===== src/rtl/core/ctb_pkg.sv =====
package ctb_pkg;

  localparam int CAPACITY   = 4096;
  localparam int SHOW_CHARS = 10;
  localparam int ADDR_W     = $clog2(CAPACITY);
  localparam int CNT_W      = ADDR_W + 1;
  localparam int SHOW_W     = $clog2(SHOW_CHARS + 1);
  localparam int CHAR_W     = 8;

  localparam logic [CNT_W-1:0]  CAPACITY_C = CNT_W'(CAPACITY);
  localparam logic [SHOW_W-1:0] SHOW_C     = SHOW_W'(SHOW_CHARS);

  typedef enum logic [1:0] {
    ACT_INSERT = 2'd0,
    ACT_DELETE = 2'd1,
    ACT_LEFT   = 2'd2,
    ACT_RIGHT  = 2'd3
  } act_t;

  typedef enum logic [1:0] {
    KIND_INSERT = 2'd0,
    KIND_DELETE = 2'd1,
    KIND_CHAR   = 2'd2,
    KIND_EMPTY  = 2'd3
  } kind_t;

  typedef enum logic [2:0] {
    OP_INSERT,
    OP_DROP,
    OP_DELETE,
    OP_LEFT,
    OP_RIGHT
  } op_t;

  typedef enum logic [2:0] {
    ST_IDLE,
    ST_WRITE,
    ST_ACK,
    ST_MOVE,
    ST_SHOW_RD,
    ST_SHOW_OUT
  } state_t;

  typedef struct packed {
    op_t               op;
    logic [CHAR_W-1:0] ch;
    logic [CNT_W-1:0]  count;
    logic [CNT_W-1:0]  cur_old;
    logic [CNT_W-1:0]  rstart;
    logic [CNT_W-1:0]  cur_new;
  } cmd_t;

  typedef struct packed {
    logic [CNT_W-1:0] cursor;
    logic [CNT_W-1:0] length;
  } front_stat_t;

endpackage


===== src/rtl/core/ctb_queue.sv =====
module ctb_queue
  import ctb_pkg::*;
(
  input  logic clk,
  input  logic rst_n,
  input  logic push,
  input  cmd_t push_data,
  input  logic pop,
  output cmd_t pop_data,
  output logic full,
  output logic empty
);

  cmd_t       slot_r [2];
  logic       wptr_r, wptr_nxt;
  logic       rptr_r, rptr_nxt;
  logic [1:0] cnt_r, cnt_nxt;

  always_comb begin
    wptr_nxt = wptr_r ^ push;
    rptr_nxt = rptr_r ^ pop;
    cnt_nxt  = cnt_r + {1'b0, push} - {1'b0, pop};
  end

  always_ff @(posedge clk) begin
    if (!rst_n) begin
      wptr_r <= 1'b0;
      rptr_r <= 1'b0;
      cnt_r  <= 2'd0;
    end else begin
      wptr_r <= wptr_nxt;
      rptr_r <= rptr_nxt;
      cnt_r  <= cnt_nxt;
    end
  end

  always_ff @(posedge clk) begin
    if (push) begin
      slot_r[wptr_r] <= push_data;
    end
  end

  assign pop_data = slot_r[rptr_r];
  assign full     = cnt_r == 2'd2;
  assign empty    = cnt_r == 2'd0;

endmodule


===== config.mk =====
export PLATFORM = sky130hd
export DESIGN_NAME = ctb_queue
export DESIGN_NICKNAME = d
export VERILOG_FILES = /design/src/rtl/core/ctb_pkg.sv /design/src/rtl/core/ctb_queue.sv
export SDC_FILE = /design/constraint.sdc
export NUM_CORES = 1
export LEC_CHECK = 0
export BUFFER_PORTS_ARGS = -buffer_cell sky130_fd_sc_hd__buf_2
export CELL_PAD_IN_SITES_DETAIL_PLACEMENT = 0
export CELL_PAD_IN_SITES_GLOBAL_PLACEMENT = 2
export CORE_MARGIN = 3
export CORE_UTILIZATION = 39
export CTS_CLUSTER_DIAMETER = 100
export DETAILED_ROUTE_END_ITERATION = 8
export HOLD_SLACK_MARGIN = 0.05
export PLACE_DENSITY_LB_ADDON = 0.1
export SLEW_MARGIN = 20
export SYNTH_ARGS = -nofsm -noshare
export SYNTH_HDL_FRONTEND = slang
export SYNTH_SLANG_ARGS = --single-unit
export TNS_END_PERCENT = 1

===== constraint.sdc =====
create_clock -name clk -period 2.97 [get_ports clk]
set_input_delay 0.594 -clock clk [delete_from_list [all_inputs] [get_ports clk]]
set_output_delay 0.594 -clock clk [all_outputs]
set_load 0.02 [all_outputs]

# After elaboration in Yosys (flattened, before gate mapping)
# Memories as Yosys holds them, arrays and structs flattened. A register that Yosys moved wholly into a read port is not among the register bits.
# Cells that the tools add are included.
# classes
addsub,2
eq_ne,1
mux,3
bitwise,2
reduce_logical,1
# ops
cell,n
$mux 1,3
$add 2x1->2,1
$eq 2x2->1 const B,1
$logic_not 2->1,1
$sub 2x1->2,1
$xor 1x1->1,2
# word_totals
ff_bits,4
ramBits,126
inputBits,67
out_inout_bits,65
wordCells,13
mem_count,1
# memory_table
memory,words,word_bits,rd,rd_clocked_by_memory_dff,write_ports,line_no,rtl
slot_r,2,63,1,1,1,ctb_queue.sv:14,cmd_t slot_r [2];

# Depth between registers and ports, before layout
# depth
ltp_word,2
ltp_mapped,6
ltp_nobuf,6

# Worst setup path after synthesis
# No wires, ideal clock.
# synth_path
kind,input to register
from,input port push
to,memory slot_r[0][0] (netlist name) (enable)
setup_ns,0.428
arrival_ns,2.125
required_ns,2.542
slack_ns,0.417
path_stages,1
n_path_buf,0
cell_sequence,ha_1
# synth_via
elab_chain_cells,2
# synth_lines
element,line_no,rtl
"start, declared",ctb_queue.sv:6,"input logic push,"
$mux 1,ctb_queue.sv:38,if (push) begin
$mux 1 (not written as such),ctb_queue.sv:39,slot_r[wptr_r] <= push_data;
"end, declared",ctb_queue.sv:14,
# Every way passes these cells.

==> run_results.csv <==
group,metric,value,unit
clock_network,htree_num_levels,4,
clock_network,post_cts_buffers,0,
logic_synthesis,synth.avg_cell_area,23.4,um2
critical_path,required,2380,ps
critical_path,startpoint_type,"register",
logic_synthesis,synth-simple-area-share,0.812,%
die,start_util,40.1,%
clock_network,cts.clk_slew.worst_paths,50,ps
die,die_y,120,um
sta,fin_crit,2260,ps
logic_synthesis,ys_seq_area_share,76.4,%
critical_path,worstPathMaxFanout,43,
final_layout,drive_above_1_share,59.0,%
detailed_routing,wl_per_cell,16.2,um
detailed_routing,drt_wl_total,8900,um
clock_network,cts.sinks,131,
sta,skew,4.59,ps
logic_synthesis,synth_top_family_by_area,"multiplexers",
grt,gr-usage-all-layers,13.0,%
sta,finalHoldViolations,0,
logic_synthesis,synth_top_cell_by_area,"edfxtp_1",
critical_path,worstPathArrival,1670,ps
logic_synthesis,yosysWarnings,0,
power,powerDensity,725,nW/um2
grt,grt_overflow,0,
final_layout,final_area,6450,um2
detailed_routing,ant_nets,0,
grt,grt_pass1_vias,2527,
sta,setup_ws,710,ps
grt,grt_max_degree,44,
sta,tns,0,ps
clock_network,cts_tree,"yes",
logic_synthesis,synth_compound_area_share,0,%
logic_synthesis,synth-edff-count,126,
sta,clock.fmax,443,MHz
die,ioPinCount,132,
detailed_routing,firstDrtPassIters,4,
logic_synthesis,synth.distinct_cells,13,
sta,drv_slew,0,
final_layout,final_cells,549,
die,core,12700,um2
die,dieArea,14400,um2
logic_synthesis,synth_xor_area_share,0.615,%
sta,rsz0062_at_grt,"false",
die,chipWidth,120,um
logic_synthesis,yosys-top-cells-area,"edfxtp_1 74%, mux2_4 18%, buf_12 2.4%",
critical_path,crit_type,"register to output pin",
logic_synthesis,ys_ff_latch,131,
logic_synthesis,yosysMostFrequentCell,"edfxtp_1",
sta,min_period_over_period,76.1,%
power,p_leak,2.57,nW
clock_network,clock-root-buffer,"clkbuf_16",
placement,placed_area,5920,um2
placement,place.gp.congestion,0.673,
placement,placed_cells,517,
logic_synthesis,synth_nets,288,
logic_synthesis,synthMuxAreaShare,18.4,%
logic_synthesis,synthAdderAreaFrac,0.984,%
placement,port-buffer-count,131,
final_layout,nets,435,
clock_network,numCtsBuffers,17,
clock_network,cts-resized-gates,0,
logic_synthesis,synth-main-ff-cell,"edfxtp_1",
critical_path,worstSetupEndpointType,"output pin",
placement,dp_slack,1100,ps
power,ir_worst_vdd,0.000430,V
clock_network,clock_latency,410,ps
clock_network,holdBufCountCts,0,
detailed_routing,drt_iter0_markers,134,
grt,antenna_found_initial,0,
die,placementRows,41,
placement,dp_hpwl,5920,um
grt,grt_pass1_wl,13500,um
logic_synthesis,synth_top_area_share,74.4,%
detailed_routing,drcViolationCount,0,
logic_synthesis,syn_area,5080,um2
sta,setup-violations-final,0,
logic_synthesis,synth_top_cells_by_count,"126 x edfxtp_1, 60 x mux2_4, 6 x buf_12",
sta,worst_slew_pin_slew,466,ps
logic_synthesis,synth_async_sr_flop_share,0,%
power,fin_total_pwr,4.68,mW
run,drv_cap,0,
run_status,outcome,"complete, no violations",
clock_network,cts_max_path_buffers,2,
final_layout,area_growth,27.0,%
detailed_routing,vias,2456,
detailed_routing,viasPerCell,4.47,
logic_synthesis,syn_inst,217,
sta,maxSlewHeadroom,68.9,%
worst_hold_path,min-delay-path-class,"input pin to register",
-- power breakdown --
part / internal (mW) / leakage (nW) / total, mW / switching [mW]
Combinational: 0.287 / 1.08 / 0.621 / 0.333
Sequential: 2.16 / 1.22 / 2.19 / 0.0311
Clock: 1.21 / 0.259 / 1.87 / 0.663
Total: 3.66 / 2.57 / 4.68 / 1.03
-- final timing paths --
path,from,to,slack [ps],depth (start not counted)
min reg2reg,rptr_r$_SDFF_PN0_,rptr_r$_SDFF_PN0_,580,2
max,register,pop_data[1],710,3
max reg2reg,wptr_r$_SDFF_PN0_,slot_r[0][60]$_DFFE_PP_,1500,3
min,push_data[20],slot_r[0][20]$_DFFE_PP_,370,1
-- stage by stage --
stage	utilization, %	hold slack (ps)
floorplan	-	521
global placement	46.7	575
detailed placement	46.7	574
CTS	50.9	351
global route	50.9	344
finish	50.9	375
-- critical path, stage by stage (launching register included) --
cell,delay [ps]
dfxtp_4,370
buf_12,290
mux2_2,390
buf_2,160
-- flip-flops by register name, summed over array words and instances (netlist names), named ones only --
register and count:
cnt_r 2, rptr_r 1, slot_r 126, wptr_r 1
-- metal layers --
layer / wire (um) / GRT usage [%] / vias to the layer above
met4: 187 / 6.66 / 0
met5: 0 / 0 / -
met2: 4470 / 20.3 / 90
met1: 3600 / 15.4 / 1204
li1: - / - / 1147
met3: 642 / 5.57 / 15
-- cell type report --
| cell class | count | area [um2] |
|---|---|---|
| inverters | 3 | 11.3 |
| flip-flops and latches | 131 | 3890 |
| diodes | 1 | 2.50 |
| clock inverters | 9 | 88.8 |
| multi-input cells | 76 | 1080 |
| clock buffers | 22 | 444 |
| fillers | 1061 | 6220 |
| repair buffers | 135 | 723 |
| well taps | 172 | 215 |
-- cell families (layout without fill, tap and decap cells) --
kind of cell	Yosys count	count (layout)
other	0	1
and+or+nand+nor	7	7
DFF	131	131
buffers and inverters	10	169
xor gates and xnor gates	2	2
muxes	63	63
adders and majority gates	4	4
-- layout by cell type, fill, tap and decap left out --
cell type  netlist  routed
clkbuf_1         0       5
bufinv_16        0       2
inv_1            3       3
ha_4             0       2
edfxtp_1       126     126
mux2_4          60      60
xor2_1           1       1
clkinv_2         0       2
ha_1             4       2
clkinv_1         0       5
buf_2            0     131
and2_1           3       3
clkbuf_16        0      17
nor2b_1          3       3
buf_12           6       3
xnor3_1          1       1
diode_2          0       1
mux2_2           3       3
buf_4            0       1
dfxtp_1          5       4
nor2_1           1       1
dfxtp_4          0       1
Note: power is estimated with default switching activity, not from simulation.
