$ cat src/rtl/core/ctb_pkg.sv
package ctb_pkg;

  localparam int CAPACITY   = 4096;
  localparam int SHOW_CHARS = 10;
  localparam int ADDR_W     = $clog2(CAPACITY);
  localparam int CNT_W      = ADDR_W + 1;
  localparam int SHOW_W     = $clog2(SHOW_CHARS + 1);
  localparam int CHAR_W     = 8;

  localparam logic [CNT_W-1:0]  CAPACITY_C = CNT_W'(CAPACITY);
  localparam logic [SHOW_W-1:0] SHOW_C     = SHOW_W'(SHOW_CHARS);

  typedef enum logic [1:0] {
    ACT_INSERT = 2'd0,
    ACT_DELETE = 2'd1,
    ACT_LEFT   = 2'd2,
    ACT_RIGHT  = 2'd3
  } act_t;

  typedef enum logic [1:0] {
    KIND_INSERT = 2'd0,
    KIND_DELETE = 2'd1,
    KIND_CHAR   = 2'd2,
    KIND_EMPTY  = 2'd3
  } kind_t;

  typedef enum logic [2:0] {
    OP_INSERT,
    OP_DROP,
    OP_DELETE,
    OP_LEFT,
    OP_RIGHT
  } op_t;

  typedef enum logic [2:0] {
    ST_IDLE,
    ST_WRITE,
    ST_ACK,
    ST_MOVE,
    ST_SHOW_RD,
    ST_SHOW_OUT
  } state_t;

  typedef struct packed {
    op_t               op;
    logic [CHAR_W-1:0] ch;
    logic [CNT_W-1:0]  count;
    logic [CNT_W-1:0]  cur_old;
    logic [CNT_W-1:0]  rstart;
    logic [CNT_W-1:0]  cur_new;
  } cmd_t;

  typedef struct packed {
    logic [CNT_W-1:0] cursor;
    logic [CNT_W-1:0] length;
  } front_stat_t;

endpackage

$ cat src/rtl/core/ctb_front.sv
module ctb_front
  import ctb_pkg::*;
(
  input  logic              clk,
  input  logic              rst_n,
  input  logic              in_valid,
  output logic              in_stall,
  input  logic [1:0]        in_action,
  input  logic [CHAR_W-1:0] in_ch,
  input  logic [CNT_W-1:0]  in_amount,
  input  logic              q_full,
  output logic              q_push,
  output cmd_t              q_data,
  output front_stat_t       stat
);

  logic [CNT_W-1:0] cur_r, cur_nxt;
  logic [CNT_W-1:0] len_r, len_nxt;
  logic [CNT_W-1:0] right;
  logic [CNT_W-1:0] m_left;
  logic [CNT_W-1:0] m_right;

  assign in_stall = q_full;
  assign q_push   = in_valid && !q_full;

  // shadow cursor and length track where the back end will be
  always_comb begin
    right   = len_r - cur_r;
    m_left  = (in_amount < cur_r) ? in_amount : cur_r;
    m_right = (in_amount < right) ? in_amount : right;
    cur_nxt = cur_r;
    len_nxt = len_r;
    q_data.op      = OP_DROP;
    q_data.ch      = in_ch;
    q_data.count   = '0;
    q_data.cur_old = cur_r;
    q_data.rstart  = CAPACITY_C - right;
    unique case (act_t'(in_action))
      ACT_INSERT: begin
        if (len_r < CAPACITY_C) begin
          q_data.op = OP_INSERT;
          cur_nxt   = cur_r + 1'b1;
          len_nxt   = len_r + 1'b1;
        end
      end
      ACT_DELETE: begin
        q_data.op    = OP_DELETE;
        q_data.count = m_left;
        cur_nxt      = cur_r - m_left;
        len_nxt      = len_r - m_left;
      end
      ACT_LEFT: begin
        q_data.op    = OP_LEFT;
        q_data.count = m_left;
        cur_nxt      = cur_r - m_left;
      end
      ACT_RIGHT: begin
        q_data.op    = OP_RIGHT;
        q_data.count = m_right;
        cur_nxt      = cur_r + m_right;
      end
      default: ;
    endcase
    q_data.cur_new = cur_nxt;
  end

  always_ff @(posedge clk) begin
    if (!rst_n) begin
      cur_r <= '0;
      len_r <= '0;
    end else if (q_push) begin
      cur_r <= cur_nxt;
      len_r <= len_nxt;
    end
  end

  assign stat.cursor = cur_r;
  assign stat.length = len_r;

endmodule

$ cat config.mk
export PLATFORM = sky130hd
export DESIGN_NAME = ctb_front
export DESIGN_NICKNAME = d
export VERILOG_FILES = /design/src/rtl/core/ctb_pkg.sv /design/src/rtl/core/ctb_front.sv
export SDC_FILE = /design/constraint.sdc
export NUM_CORES = 1
export LEC_CHECK = 0
export ABC_CLOCK_PERIOD_IN_PS = 6300
export BUFFER_PORTS_ARGS = -buffer_cell sky130_fd_sc_hd__buf_2
export CELL_PAD_IN_SITES_DETAIL_PLACEMENT = 0
export CELL_PAD_IN_SITES_GLOBAL_PLACEMENT = 1
export CORE_ASPECT_RATIO = 0.7
export CORE_MARGIN = 4
export CORE_UTILIZATION = 36
export DETAILED_ROUTE_END_ITERATION = 6
export HOLD_SLACK_MARGIN = 0.02
export PLACE_DENSITY = 0.83
export SLEW_MARGIN = 20
export SYNTH_ARGS = -nofsm -noshare
export SYNTH_HDL_FRONTEND = slang
export SYNTH_SLANG_ARGS = --single-unit
$ cat constraint.sdc
create_clock -name clk -period 6.3 [get_ports clk]
set_input_delay 0.63 -clock clk [delete_from_list [all_inputs] [get_ports clk]]
set_output_delay 0.63 -clock clk [all_outputs]
set_load 0.02 [all_outputs]
**After elaboration in Yosys (flattened, before gate mapping)**

Index checks and enable logic that the tools add are counted.

- Input bits: 27
- Word-level logic and storage cells: 31
- Output and inout bits: 91
- Register bits: 26

- $lt $le $gt $ge: 3
- Reductions and logical operators: 6
- Equality and inequality tests: 4
- Add/sub/neg operators: 7
- Muxes and demuxes: 9

Operators with widths:

| cell | number |
|---|---|
| $mux W13 | 4 |
| $pmux W13 S2 | 2 |
| $pmux W13 S3 | 1 |
| $sub A13 B13 Y13 | 3 |
| $add A13 B1 Y13 const B | 2 |
| $lt A13 B13 Y1 | 2 |
| $add A13 B13 Y13 | 1 |
| $lt A13 B13 Y1 const B | 1 |
| $sub A13 B13 Y13 const A | 1 |
| $pmux W3 S4 | 1 |
| $eq A2 B2 Y1 const B | 2 |
| $reduce_and A3 Y1 | 1 |
| $eq A2 B1 Y1 const B | 1 |
| $logic_not A2 Y1 | 1 |
| $ne A2 B2 Y1 const B | 1 |
| $reduce_bool A2 Y1 | 1 |
| $reduce_or A2 Y1 | 1 |
| $logic_and A1 B1 Y1 | 1 |
| $logic_not A1 Y1 | 1 |
| $mux W1 | 1 |

**Logic depth before layout (Yosys ltp)**

- Word-level depth: 5
- Depth in mapped cells: 33
- Depth with buffers taken out: 31

**Worst setup path before layout**

Ideal clock, no wire load.

- Path type: flip-flop to output port
- From: register cur_r[2]
- To: output q_data[12] (netlist name)
- Arrival: 6.109 ns
- Slack: -0.439 ns
- Stages on the path, launching flop included: 31
- Required time: 5.670 ns
- Buffers on the path: 2
- Cells stage by stage: dfxtp_1 > clkbuf_1 > inv_1 > ha_1 > nor2b_1 > o31ai_1 > a21boi_0 > inv_1 > ha_1 > nand2_1 > a21oi_1 > a211oi_1 > o211a_1 > maj3_2 > a31o_2 > buf_6 > nand3_1 > a21oi_1 > a21oi_1 > ha_1 > inv_1 > fa_1 > nand2b_1 > a21oi_1 > o211ai_1 > a21o_1 > a31oi_1 > or3_1 > a21oi_1 > or3_1 > nor3_2

RTL lines:

| element | RTL line | text |
|---|---|---|
| start, declared | ctb_front.sv:17 | `logic [CNT_W-1:0] cur_r, cur_nxt;` |
| start signal, assigned | ctb_front.sv:72 | `cur_r <= cur_nxt;` |
| end, declared | ctb_front.sv:13 | `output cmd_t q_data,` |

==> metrics.md <==
| Metric | Value |
|---|---|
| Status | `finished with violations` |
| Failing checks | `setup timing` |
| Area leader, netlist | `ha_1` |
| CTS tree | `built` |
| Final non-filler cell area | `0.00716 sq mm` |
| Via count | `5931` |
| Critical path launch point | `len_r[0]$_SDFFE_PN0P_` |
| Cts bufs inserted | `3` |
| Clk buf depth | `2` |
| Mapped Nets | `806` |
| Worst-path fanout max | `6` |
| Synth Warn # | `0` |
| Root Driver | `clkbuf_16` |
| Static Leakage | `3.40 nW` |
| Critical path's slowest cell | `fa_2` |
| Synth-to-layout area growth | `38.7%` |
| Clock sinks | `26` |
| Maximum clock rate | `153 MHz` |
| Final Skew | `0.00563 ns` |
| Number of I/O port buffers | `101` |
| Max-slew violation count | `0` |
| Pint | `1.27 mW` |
| Critical path required time | `5.67 ns` |
| Share of cells above drive strength 1 | `0.369` |
| Total power | `2.54 mW` |
| I/O pins | `118` |
| Crit end category | `output port` |
| Hold-fix buffers, CTS | `0` |
| Final nets | `995` |
| Initial antenna violation count | `0` |
| Worst R2R Start | `len_r[0]$_SDFFE_PN0P_` |
| PD cells | `354 mW/mm^2` |
| Core Rows | `36` |
| VDD IR max | `0.000158 V` |
| Tightest Hold Check Type | `reg -> reg` |
| Mapped Cells | `711` |
| Synth unique cells | `68` |
| Worst setup SP type | `flop` |
| Post-DP Area | `0.00655 sq mm` |
| Largest net degree at the start of global routing | `40` |
| GPL Wtd Cong | `0.984` |
| First-pass iteration count of the detailed router | `5` |
| Sequential area share after synthesis | `0.101` |
| Initial DRC count | `548` |
| Initial Util | `0.370` |
| Chip height | `108 um` |
| First-pass GRT wire length | `30400 um` |
| Syn Area/Cell | `7.26 sq um` |
| Max cap viols | `0` |
| ANT cells | `0` |
| Detailed-route DRC error count | `0` |
| Switching power total | `1.27 mW` |
| Top-count cell post-synth | `ha_1` |
| Crit share post-route | `1.04` |
| CP Data Arrival Time | `5.90 ns` |
| Most common library cells after synthesis | `ha_1 (65), nand2_1 (60), a21oi_1 (56), inv_1 (48), nor2_1 (39)` |
| Seq pwr share | `0.076` |
| Yosys top cell area share | `0.158` |
| Final hold slack | `0.516 ns` |
| Crit path max-delay family | `compound AO/OA/AOI/OAI gates` |
| Largest cells by area after synthesis | `ha_1 (16%), dfxtp_1 (10%), xnor2_1 (5.6%)` |
| Clk_lat worst skew | `0.28 ns` |
| Slew HR | `0.357` |
| Die width | `151 um` |
| Worst slew pin tran | `0.963 ns` |
| Combinational power share | `0.843` |
| RSZ-0062 raised after global routing | `true` |
| Die area | `0.0164 sq mm` |
| Switching share of power | `0.499` |
| Post-synth EDFFs | `0` |
| Global route overflow | `0` |
| Yosys reg bits | `26` |
| GRT Util Overall | `0.239` |
| Setup CP Type | `reg -> out` |
| Fraction of registers with async set/reset | `0` |
| Post-detail-place hpwl | `16000 um` |
| ANT nets after route | `0` |
| Final WS setup | `-0.226 ns` |
| Worst path max stage delay | `0.39 ns` |
| Final period demand of the worst path | `6.53 ns` |
| H-tree levels | `1` |
| Endpoints failing hold | `0` |
| Mapped Area | `0.00516 sq mm` |
| Vias in the first global route | `5430` |
| Final Routed Wirelength | `20200 um` |
| Hold_sp | `len_r[1]$_SDFFE_PN0P_` |
| Clock power frac | `0.081` |
| Critical path buffers and inverters | `7` |
| Routed wire per std cell | `18.6 um` |
| Post-synth top flop | `dfxtp_1` |
| Vias/cell | `5.45` |
| Clk slew on worst S/H paths | `0.08 ns` |
| Core box area | `0.0140 sq mm` |
| Most frequent CP cell | `buf_6` |
| # setup viols final | `1` |
-- flip-flops by register name, summed over array words and instances (netlist names) --
signal,cells
len_r,13
cur_r,13
-- cells in the final DEF, fill, tap and decap left out, types with 22 or more instances in the layout --
| cell type | n |
|---|---|
| o21ai_0 | 23 |
| xnor2_1 | 33 |
| a21oi_1 | 43 |
| nor3_1 | 25 |
| buf_2 | 98 |
| nor2_1 | 37 |
| nand3_1 | 28 |
| nand2_1 | 59 |
| xor2_1 | 22 |
| inv_1 | 43 |
| ha_1 | 55 |
| buf_4 | 126 |
-- kinds of logic after synthesis --
kind of cell | Yosys count | synth area share
compound gates | 205 | 0.261
xor+xnor | 56 | 0.0950
fa+ha+maj | 69 | 0.171
buf+inv | 97 | 0.0926
flops | 26 | 0.101
mux | 25 | 0.0514
simple gates | 233 | 0.228
-- power by group through the flow --
stage | registers (mW) | logic (mW) | clock network, mW
2_1_floorplan | 0.223 | 1.20 | 0
3_3_place_gp | 0.196 | 1.83 | 0
3_5_place_dp | 0.197 | 1.84 | 0
4_1_cts | 0.193 | 1.93 | 0.206
5_1_grt | 0.195 | 2.31 | 0.214
6_report | 0.193 | 2.14 | 0.205
-- final cells by class --
class	count	area [sq um]
Sequential cell	26	546
Inverter	50	190
Clock inverter	1	30.0
Fill cell	1419	6800
Tap cell	190	238
Clock buffer	3	75.1
Multi-Input combinational cell	588	4560
Timing Repair Buffer	231	1520
-- worst paths after layout --
kind,endpoint,slack [ns],cells after the start
hold / removal,len_r[1]$_SDFFE_PN0P_,0.52,2
setup reg to reg,cur_r[12]$_SDFFE_PN0P_,0.72,30
setup / recovery,q_data[12],-0.23,31
hold reg to reg,len_r[1]$_SDFFE_PN0P_,0.52,2
-- per-stage QoR --
stage | std cells | setup slack (ns) | TNS (ns) | utilization
floorplan | 711 | 0.00219 | 0 | -
global placement | 1068 | -0.250 | -0.376 | 0.469
detailed placement | 1068 | -0.381 | -0.605 | 0.469
CTS | 1078 | -0.298 | -0.552 | 0.487
global route | 1089 | -0.449 | -1.03 | 0.513
finish | 1089 | -0.226 | -0.226 | 0.513
-- worst register-to-register path, delay by kind of cell (launching register included) --
family	cells	cell delay, ns
AND/OR/NAND/NOR	5	0.70
buffers and inverters	5	0.60
multiplexers	3	0.53
adder cells (fa/ha/maj)	4	0.99
flip-flops	1	0.36
AO/OA/AOI/OAI	13	2.26
-- layer usage --
metal,wire length (um),global-route usage,part of all wire
met1,9490,0.356,0.47
met2,8580,0.364,0.42
met3,1850,0.0478,0.092
met4,302,0.0278,0.015
met5,0,0,0
-- timing repair --
| item | CTS | global route |
|---|---|---|
| endpoints found under the setup margin | 6 | 8 |
| setup buffers | 6 | 11 |
| pin swaps | 22 | 45 |
| gates resized for setup | 27 | 62 |
Power figures use the tool's default switching activity.
